$ cat config.mk
export PLATFORM = sky130hd
export DESIGN_NAME = beq_ctrl
export DESIGN_NICKNAME = d
export VERILOG_FILES = /design/src/rtl/core/beq_pkg.sv /design/src/rtl/core/beq_ctrl.sv
export SDC_FILE = /design/constraint.sdc
export NUM_CORES = 1
export LEC_CHECK = 0
export BUFFER_PORTS_ARGS = -buffer_cell sky130_fd_sc_hd__buf_2
export CORE_UTILIZATION = 40
export DETAILED_ROUTE_END_ITERATION = 12
export SYNTH_ARGS = -nofsm -noshare
export SYNTH_HDL_FRONTEND = slang
export SYNTH_SLANG_ARGS = --single-unit
export TNS_END_PERCENT = 30
$ cat constraint.sdc
create_clock -name clk -period 2.08 [get_ports clk]
set_clock_uncertainty 0.2 [all_clocks]
set_input_delay 0.104 -clock clk [delete_from_list [all_inputs] [get_ports clk]]
set_output_delay 0.104 -clock clk [all_outputs]
set_load 0.01 [all_outputs]
$ cat src/rtl/core/beq_pkg.sv
package beq_pkg;

	localparam int OP_W = 5;

	localparam logic [OP_W-1:0] OP_NOP   = 5'd0;
	localparam logic [OP_W-1:0] OP_LOAD  = 5'd1;
	localparam logic [OP_W-1:0] OP_SQT   = 5'd2;
	localparam logic [OP_W-1:0] OP_SQS   = 5'd3;
	localparam logic [OP_W-1:0] OP_ACC   = 5'd4;
	localparam logic [OP_W-1:0] OP_PSTEP = 5'd5;
	localparam logic [OP_W-1:0] OP_MSET  = 5'd6;
	localparam logic [OP_W-1:0] OP_DINIT = 5'd7;
	localparam logic [OP_W-1:0] OP_DSAT  = 5'd8;
	localparam logic [OP_W-1:0] OP_DSTEP = 5'd9;
	localparam logic [OP_W-1:0] OP_NINIT = 5'd10;
	localparam logic [OP_W-1:0] OP_NSTEP = 5'd11;
	localparam logic [OP_W-1:0] OP_LINIT = 5'd12;
	localparam logic [OP_W-1:0] OP_LMUL  = 5'd13;
	localparam logic [OP_W-1:0] OP_LUPD  = 5'd14;
	localparam logic [OP_W-1:0] OP_IMUL  = 5'd15;
	localparam logic [OP_W-1:0] OP_IUPD  = 5'd16;
	localparam logic [OP_W-1:0] OP_IZERO = 5'd17;
	localparam logic [OP_W-1:0] OP_EMUL  = 5'd18;
	localparam logic [OP_W-1:0] OP_EUPD  = 5'd19;
	localparam logic [OP_W-1:0] OP_OUT   = 5'd20;

	// log2 offset of 12 in q16 and 4.24966 in q16
	localparam logic [21:0] K_LOG_OFS  = 22'd786432;
	localparam logic [31:0] K_IDX_GAIN = 32'd278506;
	// 1/4.24966 in q16 and exponent offset of 4 in q16
	localparam logic [21:0] K_DQ_STEP  = 22'd15421;
	localparam logic [21:0] K_DQ_OFS   = 22'd262144;
	localparam logic [30:0] ONE_Q30    = 31'h4000_0000;
	localparam logic [33:0] VAL_MAX    = 34'h3_FFFF_FFFF;
	localparam logic [6:0]  IDX_MAX    = 7'd127;

	typedef struct packed {
		logic [OP_W-1:0] op;
		logic [5:0]      k;
	} beq_cmd_t;

	typedef struct packed {
		logic band_end;
		logic power_mode;
		logic sat;
		logic env_zero;
		logic env_top;
		logic out_free;
	} beq_stat_t;

	// 2^(2^-(i+1)) in q30
	function automatic logic [31:0] exp2_root(input logic [3:0] i);
		logic [31:0] r;
		unique case (i)
			4'd0:  r = 32'd1518500250;
			4'd1:  r = 32'd1276901417;
			4'd2:  r = 32'd1170923762;
			4'd3:  r = 32'd1121280436;
			4'd4:  r = 32'd1097253708;
			4'd5:  r = 32'd1085434106;
			4'd6:  r = 32'd1079572136;
			4'd7:  r = 32'd1076653033;
			4'd8:  r = 32'd1075196443;
			4'd9:  r = 32'd1074468888;
			4'd10: r = 32'd1074105294;
			4'd11: r = 32'd1073923544;
			4'd12: r = 32'd1073832680;
			4'd13: r = 32'd1073787251;
			4'd14: r = 32'd1073764537;
			default: r = 32'd1073753181;
		endcase
		return r;
	endfunction

endpackage

$ cat src/rtl/core/beq_ctrl.sv
module beq_ctrl (
	input  logic              clk,
	input  logic              arst_n,
	input  logic              in_valid,
	output logic              in_stall,
	input  beq_pkg::beq_stat_t stat,
	output beq_pkg::beq_cmd_t  cmd
);
	import beq_pkg::*;

	localparam logic [3:0] S_IDLE  = 4'd0;
	localparam logic [3:0] S_SQT   = 4'd1;
	localparam logic [3:0] S_SQS   = 4'd2;
	localparam logic [3:0] S_ACC   = 4'd3;
	localparam logic [3:0] S_PROD  = 4'd4;
	localparam logic [3:0] S_DCHK  = 4'd5;
	localparam logic [3:0] S_DIV   = 4'd6;
	localparam logic [3:0] S_NINIT = 4'd7;
	localparam logic [3:0] S_NORM  = 4'd8;
	localparam logic [3:0] S_LMUL  = 4'd9;
	localparam logic [3:0] S_LUPD  = 4'd10;
	localparam logic [3:0] S_IMUL  = 4'd11;
	localparam logic [3:0] S_IUPD  = 4'd12;
	localparam logic [3:0] S_EMUL  = 4'd13;
	localparam logic [3:0] S_EUPD  = 4'd14;
	localparam logic [3:0] S_OUT   = 4'd15;

	logic [3:0] state_q, state_d;
	logic [5:0] cnt_q, cnt_d;

	assign in_stall = (state_q != S_IDLE);

	always_comb begin
		state_d = state_q;
		cnt_d   = cnt_q;
		cmd.op  = OP_NOP;
		cmd.k   = cnt_q;
		unique case (state_q)
			S_IDLE: begin
				if (in_valid) begin
					cmd.op  = OP_LOAD;
					state_d = S_SQT;
				end
			end
			S_SQT: begin
				cmd.op  = OP_SQT;
				state_d = S_SQS;
			end
			S_SQS: begin
				cmd.op  = OP_SQS;
				state_d = S_ACC;
			end
			S_ACC: begin
				cmd.op = OP_ACC;
				cnt_d  = '0;
				if (!stat.band_end)
					state_d = S_IDLE;
				else if (stat.power_mode)
					state_d = S_PROD;
				else
					state_d = S_DCHK;
			end
			S_PROD: begin
				cmd.op = OP_PSTEP;
				cnt_d  = cnt_q + 6'd1;
				if (cnt_q == 6'd6)
					state_d = S_DCHK;
			end
			S_DCHK: begin
				// mdct mode loads operands on the way in
				cnt_d = '0;
				if (!stat.power_mode && cnt_q == 6'd0) begin
					cmd.op = OP_MSET;
					cnt_d  = 6'd1;
				end else if (stat.sat) begin
					cmd.op  = OP_DSAT;
					state_d = S_NINIT;
				end else begin
					cmd.op  = OP_DINIT;
					state_d = S_DIV;
				end
			end
			S_DIV: begin
				cmd.op = OP_DSTEP;
				cnt_d  = cnt_q + 6'd1;
				if (cnt_q == 6'd63)
					state_d = S_NINIT;
			end
			S_NINIT: begin
				cnt_d = '0;
				if (stat.env_zero) begin
					cmd.op  = OP_IZERO;
					state_d = S_EMUL;
				end else begin
					cmd.op  = OP_NINIT;
					state_d = S_NORM;
				end
			end
			S_NORM: begin
				cnt_d = '0;
				if (stat.env_top) begin
					cmd.op  = OP_LINIT;
					state_d = S_LMUL;
				end else begin
					cmd.op = OP_NSTEP;
				end
			end
			S_LMUL: begin
				cmd.op  = OP_LMUL;
				state_d = S_LUPD;
			end
			S_LUPD: begin
				cmd.op = OP_LUPD;
				cnt_d  = cnt_q + 6'd1;
				state_d = (cnt_q == 6'd15) ? S_IMUL : S_LMUL;
			end
			S_IMUL: begin
				cmd.op  = OP_IMUL;
				state_d = S_IUPD;
			end
			S_IUPD: begin
				cmd.op  = OP_IUPD;
				cnt_d   = '0;
				state_d = S_EMUL;
			end
			S_EMUL: begin
				cmd.op  = OP_EMUL;
				state_d = S_EUPD;
			end
			S_EUPD: begin
				cmd.op = OP_EUPD;
				cnt_d  = cnt_q + 6'd1;
				state_d = (cnt_q == 6'd15) ? S_OUT : S_EMUL;
			end
			S_OUT: begin
				if (stat.out_free) begin
					cmd.op  = OP_OUT;
					state_d = S_IDLE;
				end
			end
			default: state_d = S_IDLE;
		endcase
	end

	always_ff @(posedge clk or negedge arst_n) begin
		if (!arst_n) begin
			state_q <= S_IDLE;
			cnt_q   <= '0;
		end else begin
			state_q <= state_d;
			cnt_q   <= cnt_d;
		end
	end

endmodule

==> results of run 1 <==
-- flip-flops by register name, indices dropped and copies added, names as in the netlist --
name,count
cnt_q,6
state_q,4
-- placed cells by master (no fill, tap or decap), types with 3 or more instances in the layout --
master | synthesis | final
buf_2 | 4 | 20
nor2_1 | 18 | 18
o21ai_0 | 15 | 14
buf_4 | 2 | 12
nand2_1 | 10 | 10
a21oi_1 | 8 | 8
dfrtp_1 | 10 | 7
inv_1 | 4 | 4
nand3_1 | 3 | 3
o311ai_0 | 3 | 3
a211o_1 | 3 | 3
ha_1 | 3 | 3
clkbuf_4 | 0 | 3
dfrtp_2 | 0 | 3
-- cells by family after synthesis --
kind of cell	count (synthesis)	synth area share [%]
AOI/OAI and AO/OA	48	32.2
adders and majority gates	3	3.80
muxes	2	2.28
and+or+nand+nor	53	29.1
DFF	10	25.3
buffers and inverters	14	7.34
-- how the worst max path moves through the flow --
stage / endpoint
final: cmd[6]
after global routing: cmd[6]
after CTS: cmd[6]
after detailed placement: cmd[6]
after global placement: cmd[6]
after floorplan: cmd[6]
-- power groups by stage --
stage	clock network (mW)	registers, mW	logic (mW)
2_1_floorplan	0	0.336	0.878
3_3_place_gp	0	0.360	1.23
3_5_place_dp	0	0.364	1.24
4_1_cts	0.143	0.368	1.27
5_1_grt	0.152	0.386	1.45
6_report	0.135	0.371	1.30
-- timing repair --
item | 4_1_cts | 5_1_grt
buffers inserted | 0 | 1
endpoints found under the hold margin | 10 | 0
setup endpoints to repair | 2 | 3
gates resized for setup | 4 | 4
hold buffers | 1 | 0
pin swaps | 1 | 0
-- area by class of cell --
class	instances	area, µm²	area share, %
Timing Repair Buffer	33	200	16.5
Tap cell	28	35.0	2.89
Multi-Input combinational cell	106	681	56.1
Inverter	5	20.0	1.65
Clock buffer	3	22.5	1.86
Sequential cell	10	254	20.9
-- Yosys cell counts (all sizes together) --
master   number
nor2         19
o21ai        16
dfrtp        10
nand2        10
a21oi         8
buf           7
inv           4
nand2b        4
a211o         3
ha            3
nand3         3
nor3          3
o311ai        3
a211oi        2
a21o          2
a31oi         2
and2          2
and3          2
clkbuf        2
mux2          2
nor3b         2
o2111ai       2
a22o          1
a31o          1
a32oi         1
a41oi         1
and4b         1
clkinv        1
nand4         1
nor2b         1
nor4          1
nor4bb        1
o211ai        1
o221ai        1
o2bb2ai       1
o31a          1
o31ai         1
o32ai         1
or2           1
or3b          1
or4           1
-- worst reg2reg max path: cells and delay by family (launching register included) --
kind,cells,cell delay (ps)
simple gates,3,750
flops,1,490
compound gates,1,290
-- layer usage --
| metal | vias to the layer above | global-route usage [%] |
|---|---|---|
| met2 | 20 | 39.8 |
| met3 | 4 | 2.34 |
| met1 | 494 | 31.5 |
| li1 | 546 | - |
| met5 | - | 0 |
| met4 | 0 | 9.91 |
==> flow_summary_export.csv, run 1 <==
group,metric,value,unit
run_status,status,"complete, no violations",
worst_setup_path,crit_buf_inv,1,
logic_synthesis,ys_seq_area_share,25.3,%
die,row_count,17,
worst_setup_path,cp_max_fo,5,
logic_synthesis,yosysUniqueCellTypes,47,
worst_setup_path,crit_path_end_kind,"primary output",
route,wl_per_cell,15.1,µm
route,vias,1064,
clock_network,cts_tree,"done",
die,coreArea,2280,µm²
logic_synthesis,synth_warnings,0,
placed_design,dp_slack,196,ps
cells_and_area,diodes,0,
grt,grt_pass1_wl,4.75,mm
worst_setup_path,worstPathCellList,"nand2b_4 -> or2_4 -> or3b_1 -> a31oi_1 -> buf_2",
cells_and_area,utilization,53.3,%
route,drc,0,
worst_setup_path,r2r-end,"state_q[0]",
route,wl_met2,1.30,mm
timing,slew_viol_final,0,
grt,grt.total_usage,24.0,%
logic_synthesis,synth.top_cell.area_share,25.3,%
logic_synthesis,synthesis.instances,130,
clock_network,cts.clk_slew.worst_paths,70,ps
timing,rsz0062_at_grt,"yes",
power_and_ir_drop,powerDensity,1490,nW/µm²
timing,setup_slack,22.1,ps
cells_and_area,drive_above_1_share,32.5,%
worst_setup_path,slowest_stage,"dfrtp_2",
flow_run,drv_cap,0,
placed_design,routabilityCongestion,0.829,
clock_network,clock_latency,260,ps
timing,fin_crit,2060,ps
worst_setup_path,critical_path_class,"reg2out",
cells_and_area,fin_area,1210,µm²
placed_design,detailed_place_hpwl,2.12,mm
power_and_ir_drop,seq_power_share,20.6,%
cells_and_area,stdcell_count,185,
placed_design,port_buffers,20,
route,wl_met3,80,µm
timing,max_freq,486,MHz
clock_network,cts_buffers,3,
worst_setup_path,reg2reg_depth,4,
clock_network,htreeDepth,1,
die,die_y,51.7,µm
power_and_ir_drop,cellInternalPower,0.916,mW
worst_setup_path,reg2reg_from,"state_q[2]",
logic_synthesis,synth_top_area_cell,"dfrtp_1",
route,postRouteAntennaNets,0,
timing,hold_violations,0,
hold_path,worstHoldPathType,"in2async",
worst_setup_path,crit_path_start,"state_q[3]",
logic_synthesis,synthTopCellsByArea,"dfrtp_1 25%, o21ai_0 7.6%, nor2_1 6.8%, a21oi_1 4.1%, ha_1 3.8%",
cells_and_area,fillCellCount,218,
worst_setup_path,arrival,1750,ps
timing,worstMarginPinSlew,297,ps
worst_setup_path,startpoint_type,"flop",
power_and_ir_drop,switching_share,49.2,%
placed_design,dpl_cell_area,1150,µm²
power_and_ir_drop,power.leakage,0.536,nW
clock_network,root_buffer,"clkbuf_4",
timing,slew_headroom,80.0,%
timing,hold_slack,35.2,ps
die,initial_core_util,43.4,%
logic_synthesis,syn_nets,142,
power_and_ir_drop,power.share.clock,7.5,%
timing,fin_crit_sh,98.9,%
die,die_area,2670,µm²
clock_network,cts_sinks,10,
logic_synthesis,netlist_area,988,µm²
cells_and_area,syn_to_final_growth,22.7,%
logic_synthesis,synth_seq_cells,10,
timing,finalSetupViolCount,0,
die,die_w,51.7,µm
clock_network,clk_path_buf_depth,2,
logic_synthesis,avgSynthCellArea,7.60,µm²
power_and_ir_drop,p_total,1.80,mW
worst_setup_path,ff2ff_setup_slack,240,ps
grt,grt_max_degree,20,
route,top_layer,"met4",
route,dr.first_iter.drc_count,24,
power_and_ir_drop,irDropWorstVdd,0.799,mV
placed_design,dp_cells,180,
worst_setup_path,cp.depth,5,
cells_and_area,fin_nets,171,
die,top_level_ports,21,
power_and_ir_drop,combPwrFrac,72.0,%
power_and_ir_drop,p_switching,0.889,mW
timing,tns,0,ps
route,firstDrtPassIters,4,
grt,grt_pass1_vias,1049,
route,viasPerCell,5.75,
grt,antenna_found_initial,0,
worst_setup_path,cpPeakStageDelay,430,ps
route,met1_length,1.38,mm
route,drt-total-wl,2.79,mm
worst_setup_path,cp_top_family,"simple AND/OR/NAND/NOR gates",
worst_setup_path,critPathRequiredTime,1780,ps
grt,grt-ovfl-total,0,
(Power assumes the default switching activity.)
==> run 2, diff against run 1 <==
==> constraint.sdc (replaced) <==
create_clock -name clk -period 2.08 [get_ports clk]
set_clock_uncertainty 0.2 [all_clocks]
set_input_delay 0.208 -clock clk [delete_from_list [all_inputs] [get_ports clk]]
set_output_delay 0.208 -clock clk [all_outputs]
set_load 0.01 [all_outputs]
==> run 2 against run 1 <==
The run now ends with negative setup slack left. Wire length grew 1.1%. Power increased by 2.0%. Sequential share of layout area down 0.22 points. Sequential cell count unchanged. Core utilization increased by 1.1 points. Sequential power decreased by 8.6%. Largest power group unchanged.
==> flow_summary_export.csv, run 2 (same netlist as run 1, synthesis figures left out) <==
group,metric,value,unit
run_status,status,"finished, violations left",
run_status,failed_checks,"negative setup slack",
timing,slew_headroom,75.9,%
die,die_w,51.7,µm
cells_and_area,syn_to_final_growth,25.2,%
clock_network,clk_path_buf_depth,2,
timing,setup_slack,-53.5,ps
die,row_count,17,
worst_setup_path,slowest_stage,"dfrtp_1",
placed_design,detailed_place_hpwl,2.03,mm
cells_and_area,utilization,54.4,%
clock_network,clock_latency,270,ps
clock_network,cts_sinks,10,
cells_and_area,largest_reg_flops,6,
worst_setup_path,crit_path_end_kind,"primary output",
cells_and_area,diodes,0,
route,firstDrtPassIters,5,
timing,slew_viol_final,0,
clock_network,cts.clk_slew.worst_paths,80,ps
clock_network,cts_tree,"done",
worst_setup_path,cp.depth,5,
die,initial_core_util,43.4,%
power_and_ir_drop,p_total,1.84,mW
route,drt-total-wl,2.82,mm
worst_setup_path,cp_max_fo,2,
grt,grt_pass1_vias,976,
worst_setup_path,cp_top_family,"simple AND/OR/NAND/NOR gates",
worst_setup_path,reg2reg_from,"cnt_q[0]",
placed_design,dp_cells,177,
timing,worstMarginPinSlew,362,ps
worst_setup_path,crit_path_start,"state_q[1]",
die,coreArea,2280,µm²
power_and_ir_drop,powerDensity,1490,nW/µm²
die,die_y,51.7,µm
placed_design,dpl_cell_area,1130,µm²
route,viasPerCell,6.18,
flow_run,drv_cap,0,
cells_and_area,fin_area,1240,µm²
worst_setup_path,cpPeakStageDelay,390,ps
grt,grt-ovfl-total,0,
worst_setup_path,startpoint_type,"flop",
clock_network,root_buffer,"clkbuf_4",
grt,grt.total_usage,23.2,%
placed_design,port_buffers,20,
route,dr.first_iter.drc_count,38,
worst_setup_path,r2r-end,"state_q[0]",
worst_setup_path,reg2reg_depth,6,
power_and_ir_drop,power.leakage,0.539,nW
route,drc,0,
cells_and_area,final_cell_mix,"20 x buf_2, 18 x nor2_1, 15 x o21ai_0",
clock_network,cts_buffers,3,
timing,hold_violations,0,
grt,antenna_found_initial,0,
worst_setup_path,ff2ff_setup_slack,170,ps
timing,rsz0062_at_grt,"yes",
worst_setup_path,crit_buf_inv,1,
grt,grt_pass1_wl,4.57,mm
route,vias,1143,
grt,grt_max_degree,25,
cells_and_area,reg_top3,"cnt_q: 6 flops, state_q: 4 flops",
route,postRouteAntennaNets,0,
timing,hold_slack,133,ps
cells_and_area,fin_nets,171,
worst_setup_path,critPathRequiredTime,1670,ps
worst_setup_path,crit_end,"cmd[6]",
timing,fin_crit_sh,103,%
timing,finalSetupViolCount,1,
die,top_level_ports,21,
worst_setup_path,critical_path_class,"reg2out",
worst_setup_path,arrival,1730,ps
clock_network,htreeDepth,1,
die,die_area,2670,µm²
hold_path,worstHoldPathType,"in2async",
worst_setup_path,worstPathCellList,"nand2b_4 -> or2_4 -> or3b_1 -> a31oi_1 -> buf_2",
cells_and_area,top_register,"cnt_q",
placed_design,routabilityCongestion,0.902,
route,wl_per_cell,15.2,µm
cells_and_area,layout_commonest_cell,"buf_2",
power_and_ir_drop,irDropWorstVdd,0.905,mV
timing,max_freq,469,MHz
cells_and_area,stdcell_count,185,
timing,fin_crit,2130,ps
cells_and_area,drive_above_1_share,34.4,%
==> run 2: cell count changes in the layout (fill, tap and decap cells not counted) <==
cell,change
o21ai_1,-1
o21ai_0,+1
a211oi_2,+1
dfrtp_1,-2
buf_6,+3
a211oi_1,-1
dfrtp_2,+2
nor3_4,+1
nor3_2,-1
buf_4,-3
==> run 2: what timing repair did <==
action	4_1_cts	5_1_grt
buffers inserted	4	0
pin swaps	3	0
endpoints found under the setup margin	3	5
endpoints found under the hold margin	10	0
resized for setup	7	7
hold buffers	1	0
==> run 2: cell type report <==
type	count	area [µm²]
Inverter	5	20.0
Fill cell	217	1040
Tap cell	28	35.0
Clock buffer	3	22.5
Timing Repair Buffer	33	211
Sequential cell	10	256
Multi-Input combinational cell	106	692
==> run 2: worst min-delay path by stage <==
stage	cells after the start	slack (ps)	to	start
2_1_floorplan	0	-290	cnt_q[0]	arst_n
3_3_place_gp	1	-110	state_q[0]	arst_n
3_5_place_dp	1	-110	state_q[2]	arst_n
4_1_cts	3	120	state_q[2]	stat[2]
5_1_grt	2	150	state_q[3]	arst_n
6_report	2	130	state_q[3]	arst_n
==> run 2: power breakdown <==
part           total, mW  internal [mW]  switching [mW]
combinational       1.36          0.601           0.762
sequential         0.339          0.264          0.0753
clock              0.139         0.0669          0.0722
==> run 2: through the flow <==
step	TNS, ps	setup WS [ps]
final	-53.5	-53.5
after global routing	-276	-141
after CTS	-82.8	-55.0
after detailed placement	0	93.9
after global placement	0	171
after floorplan	0	196
==> run 2: per-layer routing <==
| metal | share of wire [%] | wire, µm | global-route usage [%] | vias up |
|---|---|---|---|---|
| met5 | 0 | 0 | 0 | - |
| met4 | 1.2 | 34 | 6.76 | 0 |
| met3 | 9.7 | 275 | 4.97 | 5 |
| met2 | 45 | 1270 | 35.1 | 68 |
| met1 | 44 | 1240 | 32.9 | 531 |
| li1 | - | - | - | 539 |
